==> src/uat_sync_detector_threshold_macros.svh <==
// ----------------------------------------------------------------------------
// uat_sync_detector_threshold_macros
// Assertion helpers shared by the sync detector RTL.
// ----------------------------------------------------------------------------
`ifndef UAT_SYNC_DETECTOR_THRESHOLD_MACROS_SVH
`define UAT_SYNC_DETECTOR_THRESHOLD_MACROS_SVH

// same-cycle implication, disabled in reset
`define USD_ASSERT_NOW(label, clk, rst_n, ante, cons) \
    label: assert property (@(posedge clk) disable iff (!rst_n) (ante) |-> (cons)) \
        else $error("usd assertion failed");

// next-cycle implication, disabled in reset
`define USD_ASSERT_NEXT(label, clk, rst_n, ante, cons) \
    label: assert property (@(posedge clk) disable iff (!rst_n) (ante) |=> (cons)) \
        else $error("usd assertion failed");

`endif

==> src/usd_pkg.sv <==
// ----------------------------------------------------------------------------
// usd_pkg
// Types and constants of the UAT sync detector.
// ----------------------------------------------------------------------------
package usd_pkg;

    localparam int SYNC_LEN   = 36;
    localparam int HIST_DEPTH = 2 * SYNC_LEN;
    localparam int SAMP_W     = 16;
    localparam int SUM_W      = 22;  // holds +-36*32768
    localparam int MAG_W      = 21;  // magnitude of a sum
    localparam int AVG_W      = 17;
    localparam int ERR_W      = 6;
    localparam int FILL_W     = 7;
    localparam int HADDR_W    = 7;
    localparam int STEP_W     = 6;
    localparam int DCNT_W     = 5;
    localparam int PADDR_W    = 5;
    localparam int PDATA_W    = 64;

    // register map
    localparam logic [PADDR_W-1:0] ADDR_DL_WORD = 5'd0;
    localparam logic [PADDR_W-1:0] ADDR_UL_WORD = 5'd8;
    localparam logic [PADDR_W-1:0] ADDR_MAX_ERR = 5'd16;

    localparam logic [SYNC_LEN-1:0] DL_WORD_RST = 36'd63029748962;
    localparam logic [SYNC_LEN-1:0] UL_WORD_RST = 36'd5689727773;
    localparam logic [ERR_W-1:0]    MAX_ERR_RST = 6'd4;

    typedef enum logic [6:0] {
        S_IDLE    = 7'b0000001,
        S_MATCH   = 7'b0000010,
        S_SUM     = 7'b0000100,
        S_DIV_ONE = 7'b0001000,
        S_DIV_ZER = 7'b0010000,
        S_RECHECK = 7'b0100000,
        S_OUT     = 7'b1000000
    } t_state;

    typedef struct packed {
        logic busy;
        logic done;
    } t_div_stat;

endpackage

==> src/usd_div.sv <==
// ----------------------------------------------------------------------------
// usd_div
// Iterative signed divider, one quotient bit per cycle, truncating.
// ----------------------------------------------------------------------------
module usd_div (
    input  logic                                  i_clk,
    input  logic                                  i_rst_n,
    input  logic                                  i_start,
    input  logic signed [usd_pkg::SUM_W-1:0]      i_dividend,
    input  logic        [usd_pkg::ERR_W-1:0]      i_divisor,
    output usd_pkg::t_div_stat                    o_stat,
    output logic signed [usd_pkg::AVG_W-1:0]      o_quot
);

    logic                          r_busy;
    logic                          r_done;
    logic [usd_pkg::DCNT_W-1:0]    r_cnt;
    logic [usd_pkg::MAG_W-1:0]     r_dq;
    logic [usd_pkg::ERR_W-1:0]     r_rem;
    logic [usd_pkg::ERR_W-1:0]     r_div;
    logic                          r_neg;

    logic [usd_pkg::SUM_W-1:0]     abs_in;
    logic [usd_pkg::ERR_W:0]       shifted;
    logic                          q_bit;
    logic [usd_pkg::ERR_W:0]       diff;
    logic [usd_pkg::SUM_W-1:0]     q_ext;

    assign abs_in  = i_dividend[usd_pkg::SUM_W-1] ? (~i_dividend + 1'b1) : i_dividend;
    assign shifted = {r_rem, r_dq[usd_pkg::MAG_W-1]};
    assign q_bit   = (shifted >= {1'b0, r_div});
    assign diff    = shifted - {1'b0, r_div};

    // control
    always_ff @(posedge i_clk) begin
        if (!i_rst_n) begin
            r_busy <= 1'b0;
            r_done <= 1'b0;
            r_cnt  <= '0;
        end else begin
            r_done <= 1'b0;
            if (i_start) begin
                r_busy <= 1'b1;
                r_cnt  <= '0;
            end else if (r_busy) begin
                r_cnt <= r_cnt + 1'b1;
                if (r_cnt == usd_pkg::DCNT_W'(usd_pkg::MAG_W - 1)) begin
                    r_busy <= 1'b0;
                    r_done <= 1'b1;
                end
            end
        end
    end

    // restoring step
    always_ff @(posedge i_clk) begin
        if (i_start) begin
            r_neg <= i_dividend[usd_pkg::SUM_W-1];
            r_dq  <= abs_in[usd_pkg::MAG_W-1:0];
            r_rem <= '0;
            r_div <= i_divisor;
        end else if (r_busy) begin
            r_rem <= q_bit ? diff[usd_pkg::ERR_W-1:0] : shifted[usd_pkg::ERR_W-1:0];
            r_dq  <= {r_dq[usd_pkg::MAG_W-2:0], q_bit};
        end
    end

    assign q_ext  = r_neg ? (~{1'b0, r_dq} + 1'b1) : {1'b0, r_dq};
    assign o_quot = q_ext[usd_pkg::AVG_W-1:0];
    assign o_stat = '{busy: r_busy, done: r_done};

endmodule

==> src/uat_sync_detector_threshold.sv <==
// ----------------------------------------------------------------------------
// uat_sync_detector_threshold
// Sync word detector with slicing threshold for a 2x oversampled UAT stream.
// ----------------------------------------------------------------------------
// One phase sample per input beat. Until 72 samples are in, an accepted sample
// only updates the difference memory and the sync shift words. After that,
// every sample is also matched bit-serially against both sync words, and no
// new sample is taken until that work ends. A match adds:
//   - two passes over the difference memory, one entry per cycle on the
//     read port;
//   - two divisions in one shared divider (21 quotient steps each, plus
//     a start pulse and a done pulse);
//   - loading the output register.
// The output register stays full until the receiver accepts the beat, and a
// match that finishes meanwhile waits for it. A result waits in the output
// register while the next sample is taken.
// Registers: 0x00 downlink word, 0x08 uplink word, 0x10 error limit.
`include "uat_sync_detector_threshold_macros.svh"

module uat_sync_detector_threshold (
    input  logic                               i_clk,
    input  logic                               i_rst_n,
    // slave beat: [15:0] phase_sample
    input  logic                               i_s_tvalid,
    output logic                               o_s_tready,
    input  logic [15:0]                        i_s_tdata,
    // master beat: [31:0] start_index, [47:32] slice_center,
    // [53:48] recheck_errors, [54] sync_ok, [55] zero
    output logic                               o_m_tvalid,
    input  logic                               i_m_tready,
    output logic [55:0]                        o_m_tdata,
    // [0] frame_kind
    output logic                               o_m_tuser,
    // configuration
    input  logic                               psel,
    input  logic                               penable,
    input  logic                               pwrite,
    input  logic [usd_pkg::PADDR_W-1:0]        paddr,
    input  logic [usd_pkg::PDATA_W-1:0]        pwdata,
    output logic [usd_pkg::PDATA_W-1:0]        prdata,
    output logic                               pready
);

    localparam int SL = usd_pkg::SYNC_LEN;

    // configuration registers
    logic [SL-1:0]              r_dl_word;
    logic [SL-1:0]              r_ul_word;
    logic [usd_pkg::ERR_W-1:0]  r_max_err;
    logic                       cfg_wr;

    assign pready = 1'b1;
    assign cfg_wr = psel && penable && pwrite;

    always_ff @(posedge i_clk) begin
        if (!i_rst_n) begin
            r_dl_word <= usd_pkg::DL_WORD_RST;
            r_ul_word <= usd_pkg::UL_WORD_RST;
            r_max_err <= usd_pkg::MAX_ERR_RST;
        end else if (cfg_wr) begin
            if (paddr == usd_pkg::ADDR_DL_WORD) r_dl_word <= pwdata[SL-1:0];
            if (paddr == usd_pkg::ADDR_UL_WORD) r_ul_word <= pwdata[SL-1:0];
            if (paddr == usd_pkg::ADDR_MAX_ERR) r_max_err <= pwdata[usd_pkg::ERR_W-1:0];
        end
    end

    always_comb begin
        prdata = '0;
        if (paddr == usd_pkg::ADDR_DL_WORD) prdata[SL-1:0] = r_dl_word;
        if (paddr == usd_pkg::ADDR_UL_WORD) prdata[SL-1:0] = r_ul_word;
        if (paddr == usd_pkg::ADDR_MAX_ERR) prdata[usd_pkg::ERR_W-1:0] = r_max_err;
    end

    // state
    usd_pkg::t_state                     r_state;
    logic [usd_pkg::SAMP_W-1:0]          r_prev;
    logic [SL-1:0]                       r_even;
    logic [SL-1:0]                       r_odd;
    logic [usd_pkg::FILL_W-1:0]          r_fill;
    logic [31:0]                         r_cnt;
    logic [usd_pkg::HADDR_W-1:0]         r_wp;
    logic [usd_pkg::SAMP_W-1:0]          r_hist [0:usd_pkg::HIST_DEPTH-1];
    logic [usd_pkg::SAMP_W-1:0]          r_rdata;
    logic [usd_pkg::HADDR_W-1:0]         r_raddr;
    logic [usd_pkg::STEP_W-1:0]          r_step;
    logic [SL-1:0]                       r_xd;
    logic [SL-1:0]                       r_xu;
    logic [usd_pkg::ERR_W-1:0]           r_ed;
    logic [usd_pkg::ERR_W-1:0]           r_eu;
    logic                                r_kind;
    logic [SL-1:0]                       r_pattern;
    logic [SL-1:0]                       r_pat;
    logic                                r_pbit;
    logic signed [usd_pkg::SUM_W-1:0]    r_one_sum;
    logic signed [usd_pkg::SUM_W-1:0]    r_zero_sum;
    logic [usd_pkg::ERR_W-1:0]           r_one_n;
    logic signed [usd_pkg::AVG_W-1:0]    r_one_avg;
    logic signed [usd_pkg::AVG_W-1:0]    r_center;
    logic [usd_pkg::ERR_W-1:0]           r_errs;
    logic                                r_div_start;

    // input side
    logic                                s_acc;
    logic [usd_pkg::SAMP_W-1:0]          diff;
    logic                                dbit;
    logic [31:0]                         cnt_n;
    logic [usd_pkg::FILL_W-1:0]          fill_n;
    logic [SL-1:0]                       word_n;
    logic [usd_pkg::HADDR_W-1:0]         wp_n;
    logic [usd_pkg::HADDR_W:0]           rstart;
    logic [usd_pkg::HADDR_W:0]           rnext;

    assign o_s_tready = (r_state == usd_pkg::S_IDLE);
    assign s_acc      = i_s_tvalid && o_s_tready;
    assign diff       = i_s_tdata - r_prev;
    assign dbit       = !diff[usd_pkg::SAMP_W-1] && (diff != '0);
    assign cnt_n      = r_cnt + 32'd1;
    assign fill_n     = (r_fill < usd_pkg::FILL_W'(usd_pkg::HIST_DEPTH)) ?
                        r_fill + 1'b1 : r_fill;
    assign word_n     = cnt_n[0] ? {r_odd[SL-2:0], dbit} : {r_even[SL-2:0], dbit};
    assign wp_n       = (r_wp == usd_pkg::HADDR_W'(usd_pkg::HIST_DEPTH - 1)) ?
                        '0 : r_wp + 1'b1;
    // oldest sync sample sits two entries past the newest
    assign rstart     = {1'b0, r_wp} + 2'd2;
    assign rnext      = {1'b0, r_raddr} + 2'd2;

    // mismatch counts with the last bit folded in
    logic [usd_pkg::ERR_W-1:0]           ed_f;
    logic [usd_pkg::ERR_W-1:0]           eu_f;
    assign ed_f = r_ed + {{(usd_pkg::ERR_W-1){1'b0}}, r_xd[0]};
    assign eu_f = r_eu + {{(usd_pkg::ERR_W-1){1'b0}}, r_xu[0]};

    // shared divider
    usd_pkg::t_div_stat                  div_stat;
    logic signed [usd_pkg::AVG_W-1:0]    div_quot;
    logic signed [usd_pkg::SUM_W-1:0]    div_num;
    logic [usd_pkg::ERR_W-1:0]           div_den;
    logic [usd_pkg::ERR_W-1:0]           zero_n;

    assign zero_n  = usd_pkg::ERR_W'(SL) - r_one_n;
    assign div_num = (r_state == usd_pkg::S_DIV_ONE) ? r_one_sum : r_zero_sum;
    assign div_den = (r_state == usd_pkg::S_DIV_ONE) ? r_one_n : zero_n;

    usd_div u_div (
        .i_clk      (i_clk),
        .i_rst_n    (i_rst_n),
        .i_start    (r_div_start),
        .i_dividend (div_num),
        .i_divisor  (div_den),
        .o_stat     (div_stat),
        .o_quot     (div_quot)
    );

    // center = (one_avg + zero_avg) / 2, truncated
    logic signed [usd_pkg::AVG_W-1:0]    zero_avg;
    logic signed [usd_pkg::AVG_W:0]      avg_sum;
    logic signed [usd_pkg::AVG_W:0]      avg_half;
    assign zero_avg = (zero_n == '0) ? '0 : div_quot;
    assign avg_sum  = {r_one_avg[usd_pkg::AVG_W-1], r_one_avg} +
                      {zero_avg[usd_pkg::AVG_W-1], zero_avg};
    assign avg_half = (avg_sum + {{usd_pkg::AVG_W{1'b0}}, avg_sum[usd_pkg::AVG_W]}) >>> 1;

    // stored difference, widened
    logic signed [usd_pkg::SUM_W-1:0]    rd_sum;
    logic signed [usd_pkg::AVG_W-1:0]    rd_avg;
    assign rd_sum = {{(usd_pkg::SUM_W-usd_pkg::SAMP_W){r_rdata[usd_pkg::SAMP_W-1]}}, r_rdata};
    assign rd_avg = {r_rdata[usd_pkg::SAMP_W-1], r_rdata};

    // difference memory
    always_ff @(posedge i_clk) begin
        if (s_acc && r_fill != '0) begin
            r_hist[wp_n] <= diff;
        end
        r_rdata <= r_hist[r_raddr];
    end

    // divider start pulses
    always_ff @(posedge i_clk) begin
        if (!i_rst_n) begin
            r_div_start <= 1'b0;
        end else begin
            r_div_start <= (r_state == usd_pkg::S_SUM && r_step == usd_pkg::STEP_W'(SL)) ||
                           (r_state == usd_pkg::S_DIV_ONE && div_stat.done);
        end
    end

    // sequencer
    always_ff @(posedge i_clk) begin
        if (!i_rst_n) begin
            r_state     <= usd_pkg::S_IDLE;
            r_prev      <= '0;
            r_even      <= '0;
            r_odd       <= '0;
            r_fill      <= '0;
            r_cnt       <= '0;
            r_wp        <= '0;
            o_m_tvalid  <= 1'b0;
        end else begin
            if (o_m_tvalid && i_m_tready && r_state != usd_pkg::S_OUT) o_m_tvalid <= 1'b0;

            unique case (r_state)
                usd_pkg::S_IDLE: begin
                    if (s_acc) begin
                        r_prev <= i_s_tdata;
                        if (r_fill == '0) begin
                            r_fill <= usd_pkg::FILL_W'(1);
                            r_cnt  <= '0;
                        end else begin
                            r_cnt  <= cnt_n;
                            r_wp   <= wp_n;
                            r_fill <= fill_n;
                            if (cnt_n[0]) r_odd  <= word_n;
                            else          r_even <= word_n;
                            if (fill_n == usd_pkg::FILL_W'(usd_pkg::HIST_DEPTH)) begin
                                r_xd    <= word_n ^ r_dl_word;
                                r_xu    <= word_n ^ r_ul_word;
                                r_ed    <= '0;
                                r_eu    <= '0;
                                r_step  <= '0;
                                r_state <= usd_pkg::S_MATCH;
                            end
                        end
                    end
                end
                usd_pkg::S_MATCH: begin
                    r_ed   <= ed_f;
                    r_eu   <= eu_f;
                    r_xd   <= r_xd >> 1;
                    r_xu   <= r_xu >> 1;
                    if (r_step == usd_pkg::STEP_W'(SL - 1)) begin
                        r_step     <= '0;
                        r_raddr    <= (rstart >= usd_pkg::HIST_DEPTH) ?
                                      usd_pkg::HADDR_W'(rstart - usd_pkg::HIST_DEPTH) :
                                      rstart[usd_pkg::HADDR_W-1:0];
                        r_one_sum  <= '0;
                        r_zero_sum <= '0;
                        r_one_n    <= '0;
                        if (ed_f <= r_max_err) begin
                            r_kind    <= 1'b0;
                            r_pattern <= r_dl_word;
                            r_pat     <= r_dl_word;
                            r_state   <= usd_pkg::S_SUM;
                        end else if (eu_f <= r_max_err) begin
                            r_kind    <= 1'b1;
                            r_pattern <= r_ul_word;
                            r_pat     <= r_ul_word;
                            r_state   <= usd_pkg::S_SUM;
                        end else begin
                            r_state <= usd_pkg::S_IDLE;
                        end
                    end else begin
                        r_step <= r_step + 1'b1;
                    end
                end
                usd_pkg::S_SUM: begin
                    if (r_step < usd_pkg::STEP_W'(SL)) begin
                        r_pbit  <= r_pat[SL-1];
                        r_pat   <= r_pat << 1;
                        r_raddr <= (rnext >= usd_pkg::HIST_DEPTH) ?
                                   usd_pkg::HADDR_W'(rnext - usd_pkg::HIST_DEPTH) :
                                   rnext[usd_pkg::HADDR_W-1:0];
                    end
                    if (r_step != '0) begin
                        if (r_pbit) begin
                            r_one_sum <= r_one_sum + rd_sum;
                            r_one_n   <= r_one_n + 1'b1;
                        end else begin
                            r_zero_sum <= r_zero_sum + rd_sum;
                        end
                    end
                    r_step <= r_step + 1'b1;
                    if (r_step == usd_pkg::STEP_W'(SL)) begin
                        r_state     <= usd_pkg::S_DIV_ONE;
                    end
                end
                usd_pkg::S_DIV_ONE: begin
                    if (div_stat.done) begin
                        r_one_avg   <= (r_one_n == '0) ? '0 : div_quot;
                        r_state     <= usd_pkg::S_DIV_ZER;
                    end
                end
                usd_pkg::S_DIV_ZER: begin
                    if (div_stat.done) begin
                        r_center <= avg_half[usd_pkg::AVG_W-1:0];
                        r_step   <= '0;
                        r_errs   <= '0;
                        r_pat    <= r_pattern;
                        r_raddr  <= (rstart >= usd_pkg::HIST_DEPTH) ?
                                    usd_pkg::HADDR_W'(rstart - usd_pkg::HIST_DEPTH) :
                                    rstart[usd_pkg::HADDR_W-1:0];
                        r_state  <= usd_pkg::S_RECHECK;
                    end
                end
                usd_pkg::S_RECHECK: begin
                    if (r_step < usd_pkg::STEP_W'(SL)) begin
                        r_pbit  <= r_pat[SL-1];
                        r_pat   <= r_pat << 1;
                        r_raddr <= (rnext >= usd_pkg::HIST_DEPTH) ?
                                   usd_pkg::HADDR_W'(rnext - usd_pkg::HIST_DEPTH) :
                                   rnext[usd_pkg::HADDR_W-1:0];
                    end
                    if (r_step != '0) begin
                        if (r_pbit ? (rd_avg < r_center) : (rd_avg > r_center)) begin
                            r_errs <= r_errs + 1'b1;
                        end
                    end
                    r_step <= r_step + 1'b1;
                    if (r_step == usd_pkg::STEP_W'(SL)) r_state <= usd_pkg::S_OUT;
                end
                usd_pkg::S_OUT: begin
                    if (!o_m_tvalid || i_m_tready) begin
                        o_m_tvalid <= 1'b1;
                        r_state    <= usd_pkg::S_IDLE;
                    end
                end
                default: r_state <= usd_pkg::S_IDLE;
            endcase
        end
    end

    // output register
    always_ff @(posedge i_clk) begin
        if (r_state == usd_pkg::S_OUT && (!o_m_tvalid || i_m_tready)) begin
            o_m_tuser         <= r_kind;
            o_m_tdata[31:0]   <= r_cnt - 32'(usd_pkg::HIST_DEPTH - 1);
            o_m_tdata[47:32]  <= r_center[usd_pkg::SAMP_W-1:0];
            o_m_tdata[53:48]  <= r_errs;
            o_m_tdata[54]     <= (r_errs <= r_max_err);
            o_m_tdata[55]     <= 1'b0;
        end
    end

    // checks
    `USD_ASSERT_NEXT(a_first_sample, i_clk, i_rst_n, s_acc && r_fill == '0, r_fill == 1)
    `USD_ASSERT_NEXT(a_sum_to_div, i_clk, i_rst_n, r_state == usd_pkg::S_SUM && r_step == usd_pkg::STEP_W'(SL), r_state == usd_pkg::S_DIV_ONE && r_div_start)
    `USD_ASSERT_NOW(a_div_done_place, i_clk, i_rst_n, div_stat.done, r_state == usd_pkg::S_DIV_ONE || r_state == usd_pkg::S_DIV_ZER)
    `USD_ASSERT_NOW(a_err_range, i_clk, i_rst_n, o_m_tvalid, o_m_tdata[53:48] <= 6'd36)

endmodule
==> config.mk <==
export PLATFORM = sky130hd
export DESIGN_NAME = uat_sync_detector_threshold
export DESIGN_NICKNAME = d
export VERILOG_FILES = /design/src/usd_pkg.sv /design/src/usd_div.sv /design/src/uat_sync_detector_threshold.sv
export VERILOG_INCLUDE_DIRS = /design/src /design/src/src
export SDC_FILE = /design/constraint.sdc
export NUM_CORES = 2
export LEC_CHECK = 0
export BUFFER_PORTS_ARGS = -buffer_cell sky130_fd_sc_hd__buf_2
export CAP_MARGIN = 20
export CORE_MARGIN = 4
export CORE_UTILIZATION = 60
export DETAILED_ROUTE_END_ITERATION = 7
export PLACE_DENSITY_LB_ADDON = 0.3
export SKIP_CTS_REPAIR_TIMING = 1
export SYNTH_ARGS = -nofsm -noshare
export SYNTH_HDL_FRONTEND = slang
export SYNTH_SLANG_ARGS = --single-unit
export TNS_END_PERCENT = 100
==> constraint.sdc <==
create_clock -name i_clk -period 9.8 [get_ports i_clk]
set_input_delay 1.96 -clock i_clk [delete_from_list [all_inputs] [get_ports i_clk]]
set_output_delay 1.96 -clock i_clk [all_outputs]
set_load 0.02 [all_outputs]
# After elaboration in Yosys (flattened, before gate mapping)
# Memories as Yosys holds them, arrays and structs flattened. A register that Yosys moved wholly into a read port is not among the register bits.
# Cells that the tools add are included.
[totals] input_bits=92 ram_bits=1152 elab_cells=241 mem_count=1 regBits=577
[memory_table] name="r_hist" depth=72 width=16 rd=1 rd_ports_with_merged_regs=1 wr=1 line_no="uat_sync_detector_threshold.sv:82" source="logic [usd_pkg::SAMP_W-1:0] r_hist [0:usd_pkg::HIST_DEPTH-1];"
[classes] n_eq_ne=31 n_addsub=23 bitwise_logic=8 n_lt_le_gt_ge=10 muxes=81 n_reduce_logical=50
[ops] cell="two-way mux 36 bit" n=14
[ops] cell="case mux 36 bit (2 select lines)" n=2
[ops] cell="two-way mux 22 bit" n=6
[ops] cell="two-way mux 7 bit" n=17
[ops] cell="case mux 36 bit (3 select lines)" n=1
[ops] cell="case mux 22 bit (2 select lines)" n=2
[ops] cell="two-way mux 6 bit" n=13
[ops] cell="bitwise XOR 36 bit" n=2
[ops] cell="two-way mux 21 bit" n=3
[ops] cell="case mux 7 bit (7 select lines)" n=1
[ops] cell="case mux 6 bit (2 select lines)" n=4
[ops] cell="adder 22 x 16 -> 22 bit" n=2
[ops] cell="two-way mux 17 bit" n=2
[ops] cell="adder 32 x 1 -> 32 bit, second input constant" n=1
[ops] cell="two-way mux 32 bit" n=1
[ops] cell="subtractor 32 x 7 -> 32 bit, second input constant" n=1
[ops] cell="AND reduction 5 bit" n=5
[ops] cell="case mux 6 bit (4 select lines)" n=1
[ops] cell="adder 21 x 1 -> 21 bit, second input constant" n=1
[ops] cell="== test 7 bit, second input constant" n=3
[ops] cell="NOT 21 bit" n=1
[ops] cell="case mux 7 bit (3 select lines)" n=1
[ops] cell="adder 17 x 17 -> 18 bit" n=1
[ops] cell="adder 18 x 1 -> 18 bit" n=1
[ops] cell="53 further kinds" n=117

# Depth between registers and ports, before layout
[depth] word_depth=9 ltp_mapped=20 depth_no_buf=17

# By module
# From an unflattened synthesis, not the netlist that was laid out.
[hier_totals] cells_unflattened=5006 area_unflattened_um2=75583.7
[modules_own_cells] mod="uat_sync_detector_threshold" area_per_inst_um2=72877.4 seq_area_each_um2=48816.8 instances=1 cells_per_inst=4719
[modules_own_cells] mod="usd_div" area_per_inst_um2=2706.3 seq_area_each_um2=1101.1 instances=1 cells_per_inst=287

# Worst setup path before layout
# OpenSTA, ideal clock, no wires.
[synth_timing] kind="input port to flip-flop" startpoint="input i_s_tdata[4]" endpoint="register r_xu[0], data pin" path_stages=9 t_required_ns=9.529 t_arrival_ns=6.380 setup_slack_ns=3.150 setup_time_ns=0.271 cell_sequence="ha_1 a21oi_1 o22ai_1 nor3_1 nor4_1 or4b_1 o41ai_2 xor2_1 a21oi_1"
[synth_via] elab_chain_cells=9 word_cells_on_any_way=10
[synth_lines] item="start: declaration" line_no="uat_sync_detector_threshold.sv:26" source="input logic [15:0] i_s_tdata,"
[synth_lines] item="subtractor 16 bit" line_no="uat_sync_detector_threshold.sv:115" source="assign diff = i_s_tdata - r_prev;"
[synth_lines] item="named net diff, one bit" line_no="uat_sync_detector_threshold.sv:104" source="logic [usd_pkg::SAMP_W-1:0] diff;"
[synth_lines] item="nonzero test 16 bit" line_no="uat_sync_detector_threshold.sv:116" source="assign dbit = !diff[usd_pkg::SAMP_W-1] && (diff != '0);"
[synth_lines] item="logical AND 1 bit" line_no="uat_sync_detector_threshold.sv:116"
[synth_lines] item="two-way mux 36 bit" line_no="uat_sync_detector_threshold.sv:120" source="assign word_n = cnt_n[0] ? {r_odd[SL-2:0], dbit} : {r_even[SL-2:0], dbit};"
[synth_lines] item="bitwise XOR 36 bit" line_no="uat_sync_detector_threshold.sv:216" source="r_xu <= word_n ^ r_ul_word;"
[synth_lines] item="two-way mux 36 bit" line_no="uat_sync_detector_threshold.sv:214" source="if (fill_n == usd_pkg::FILL_W'(usd_pkg::HIST_DEPTH)) begin"
[synth_lines] item="two-way mux 36 bit" line_no="uat_sync_detector_threshold.sv:205" source="if (r_fill == '0) begin"
[synth_lines] item="two-way mux 36 bit" line_no="uat_sync_detector_threshold.sv:203" source="if (s_acc) begin"
[synth_lines] item="case mux 36 bit (2 select lines)" line_no="uat_sync_detector_threshold.sv:201" source="unique case (r_state)"
[synth_lines] item="end signal: assignment" line_no="uat_sync_detector_threshold.sv:216"
[synth_lines] item="end signal: assignment" line_no="uat_sync_detector_threshold.sv:229" source="r_xu <= r_xu >> 1;"
[synth_lines] item="end: declaration" line_no="uat_sync_detector_threshold.sv:87" source="logic [SL-1:0] r_xu;"
# The timed path passes the listed nets, and every way through them passes these cells. The select of a mux whose other input is x is not followed.
# A chain may end at the register's enable or synchronous reset.

# Worst setup path after layout
[layout_timing] startpoint="input paddr[1] in the netlist's numbering" endpoint="output prdata[0] in the netlist's numbering"
[layout_via] elab_chain_cells=4 word_cells_on_any_way=6
[layout_lines] item="start: declaration" line_no="uat_sync_detector_threshold.sv:38" source="input logic [usd_pkg::PADDR_W-1:0] paddr,"
[layout_lines] item="zero test 5 bit" line_no="uat_sync_detector_threshold.sv:69" source="if (paddr == usd_pkg::ADDR_DL_WORD) prdata[SL-1:0] = r_dl_word;"
[layout_lines] item="two-way mux 36 bit" line_no="uat_sync_detector_threshold.sv:69"
[layout_lines] item="two-way mux 36 bit" line_no="uat_sync_detector_threshold.sv:70" source="if (paddr == usd_pkg::ADDR_UL_WORD) prdata[SL-1:0] = r_ul_word;"
[layout_lines] item="two-way mux 6 bit (*)" line_no="uat_sync_detector_threshold.sv:71" source="if (paddr == usd_pkg::ADDR_MAX_ERR) prdata[usd_pkg::ERR_W-1:0] = r_max_err;"
[layout_lines] item="end: declaration" line_no="uat_sync_detector_threshold.sv:40" source="output logic [usd_pkg::PDATA_W-1:0] prdata,"
# Mark *: on every way between the ends. The rest lies on a longest branch, timed or not.

==> impl_metrics.env <==
export IMPL_min_path_cells=0
export IMPL_synth_most_common_cell="edfxtp_1"
export IMPL_clkLatencyLatePin_ns=0.81
export IMPL_tns_ns=0
export IMPL_via_count=44600
export IMPL_synth_area_per_cell_um2=15.0
export IMPL_grt_max_degree=160
export IMPL_syn_inst=5063
export IMPL_yosysTopAreaCellShare_pct=59.0
export IMPL_drive_gt1_share_pct=19.5
export IMPL_drc=0
export IMPL_netlist_top_cells_count="edfxtp_1 (1497), nand2_1 (459), nor2_1 (414), mux4_2 (368), dfxtp_1 (248)"
export IMPL_grt_util_all_layers_pct=27.4
export IMPL_tightest_slew_ns=1.11
export IMPL_yosys_most_used_dff="edfxtp_1"
export IMPL_ys_types=87
export IMPL_crit_type="in -> out"
export IMPL_wl_per_cell_um=25.6
export IMPL_fin_nets=5490
export IMPL_r2r_slack_ns=5.17
export IMPL_die_h_um=364
export IMPL_min_period_ns=5.56
export IMPL_setup_viol=0
export IMPL_cpPeakStageDelay_ns=0.50
export IMPL_holdCritPathClass="reg -> reg"
export IMPL_worst_path_dominant_cell_family="buffers and inverters"
export IMPL_worstPathArrival_ns=3.60
export IMPL_cp_start_kind="input port"
export IMPL_grt_pass1_vias=43900
export IMPL_port_buffers=157
export IMPL_vias_per_cell=6.33
export IMPL_slew_headroom_pct=25.7
export IMPL_drt_iter0_drc=5190
export IMPL_ys_ff_latch=1745
export IMPL_max_cap_violations=0
export IMPL_ys_warnings_count=0
export IMPL_core_area_um2=126000
export IMPL_num_rows=130
export IMPL_grt_pass1_wl_mm=274
export IMPL_r2r_cells=7
export IMPL_p_int_mw=12.2
export IMPL_gp_congestion=0.838
export IMPL_max_freq_mhz=180
export IMPL_rsz0062_at_grt="false"
export IMPL_dieWidth_um=364
export IMPL_synth_area_leaders="edfxtp_1 (59%), mux4_2 (11%), dfxtp_1 (6.5%)"
export IMPL_p_clk_share_pct=42.1
export IMPL_drt_first_pass_iters=5
export IMPL_syn_area_um2=76200
export IMPL_antenna_found_initial=7
export IMPL_grt_remaining_overflow=0
export IMPL_synth_edf_count=1497
export IMPL_cts_tree="yes"
export IMPL_ir_drop_mv=0.166
export IMPL_yosys_area_top_type="edfxtp_1"
export IMPL_slew_viol_final=0
export IMPL_dieArea_um2=133000
export IMPL_switchingPower_mw=3.35
export IMPL_ys_seq_area_share_pct=65.5
export IMPL_seqPwrFrac_pct=53.7
export IMPL_synthArstFlopShare_pct=0
export IMPL_cp_end_kind="output pin"
export IMPL_layout_setup_ws_ns=4.24
export IMPL_swShare_pct=21.6
export IMPL_fin_crit_sh_pct=56.7
export IMPL_power_density_nw_per_um2=183
export IMPL_combinationalPowerShare_pct=4.2
export IMPL_cts_root_buf="clkbuf_16"
export IMPL_status="completed"
export IMPL_area_growth_pct=11.3
export IMPL_clockBufferDepth=3
export IMPL_dp_slack_ns=3.51
export IMPL_cp_depth=5
export IMPL_path_buf_inv=3
export IMPL_fin_total_pwr_mw=15.5
export IMPL_hold_violations=0
export IMPL_crit_chain="buf_2 -> or4_1 -> buf_4 -> o21ai_0 -> buf_2"
export IMPL_leakage_nw=29.1
export IMPL_drt_wl_total_mm=181
export IMPL_skew_ns=0.0263
export IMPL_crit_slowest_cell="or4_1"
export IMPL_cts_buffers=173
export IMPL_num_io_pins=216
export IMPL_final_antenna_net_count=0
export IMPL_crit_fanout=39
export IMPL_htreeDepth=4
export IMPL_cp_common_cell="buf_2"
export IMPL_critPathRequiredTime_ns=7.84
export IMPL_start_util_pct=60.5
export IMPL_clock_sinks=1745
export IMPL_clk_pin_slew_worst_paths_ns=0.06
export IMPL_hpwlAfterDp_mm=108
export IMPL_nFillCells=8279
## power by group through the flow
stage | Combinational, mW | Clock [mW] | Sequential, mW
final | 0.645 | 6.54 | 8.34
after global routing | 0.697 | 6.96 | 8.33
after CTS | 0.633 | 6.63 | 8.34
after detailed placement | 0.627 | 0 | 8.50
after global placement | 0.593 | 0 | 8.49
after floorplan | 0.338 | 0 | 8.52
## worst paths after layout
kind,start,to
worst max-delay path,paddr[1],prdata[0]
worst min register to register,r_kind,o_m_tuser
worst max register to register,r_state[1],r_hist[13][0]
worst min-delay path,r_kind,o_m_tuser
## logic make-up after synthesis
family                   synth area share (%)
multiplexers                             13.3
other                                 0.00986
AO/OA/AOI/OAI                            5.80
AND/OR/NAND/NOR                          7.79
flip-flops                               65.5
buffers and inverters                    2.12
XOR/XNOR                                 3.07
adder cells (fa/ha/maj)                  2.41
## cell usage in the layout (no fill, tap or decap), types with 23 or more instances in the layout
master | synthesis | routed
edfxtp_1 | 1497 | 1497
nand2_1 | 459 | 458
nor2_1 | 414 | 400
mux4_2 | 368 | 368
dfxtp_1 | 248 | 247
clkbuf_16 | 0 | 180
a21oi_1 | 166 | 165
xor2_1 | 168 | 164
buf_2 | 6 | 156
ha_1 | 139 | 139
a21boi_0 | 130 | 129
mux2i_1 | 122 | 122
buf_4 | 30 | 119
o21ai_0 | 109 | 108
nand3_1 | 108 | 107
inv_1 | 100 | 97
xnor2_1 | 99 | 95
nor3_1 | 55 | 53
mux2_2 | 50 | 50
clkbuf_1 | 205 | 45
and2_1 | 39 | 39
nor2b_1 | 41 | 38
a31o_2 | 37 | 37
a22o_1 | 36 | 36
a21o_1 | 32 | 32
and3_1 | 32 | 31
conb_1 | 2 | 30
clkinv_2 | 0 | 30
o21a_1 | 26 | 26
nand4_1 | 25 | 25
clkinv_1 | 1 | 25
nand2b_1 | 23 | 23
or3_1 | 23 | 23
## metal layers
metal / share of wire (%) / track usage (%) / vias to the layer above
li1: - / - / 19700
met3: 8.2 / 4.90 / 368
met5: 0.041 / 0 / -
met2: 49 / 45.0 / 2165
met4: 4.1 / 10.9 / 10
met1: 38 / 37.1 / 22400
## area by class of cell
cell class | count | area (um2) | area share, %
Multi-Input combinational cell | 2950 | 25000 | 29.5
Antenna cell | 1 | 2.50 | 0.00295
Sequential cell | 1745 | 49900 | 58.9
Inverter | 101 | 379 | 0.447
Clock buffer | 232 | 4770 | 5.63
Clock inverter | 87 | 828 | 0.977
Tap cell | 1650 | 2060 | 2.44
Timing Repair Buffer | 283 | 1830 | 2.16
## sequential cells by signal, summed over array words and instances, names as in the netlist, 17 cells and up
| register | cells |
|---|---|
| r_hist | 1152 |
| o_m_tdata | 55 |
| r_dl_word | 36 |
| r_pat | 36 |
| r_pattern | 36 |
| r_ul_word | 36 |
| r_xd | 36 |
| r_xu | 36 |
| r_even | 35 |
| r_odd | 35 |
| r_cnt | 32 |
| r_one_sum | 22 |
| r_zero_sum | 22 |
| u_div.r_dq | 21 |
| r_center | 17 |
| r_one_avg | 17 |
## through the flow
step	hold WS, ns	std cells	area [um2]	utilization, %
5_1_grt	0.438	7049	84800	67.3
6_report	0.431	7049	84800	67.3
2_1_floorplan	0.400	5091	76300	-
3_5_place_dp	0.426	6725	79100	62.8
4_1_cts	0.439	7044	84700	67.3
3_3_place_gp	0.411	6725	79100	62.8
Note: power is estimated with default switching activity, not from simulation.
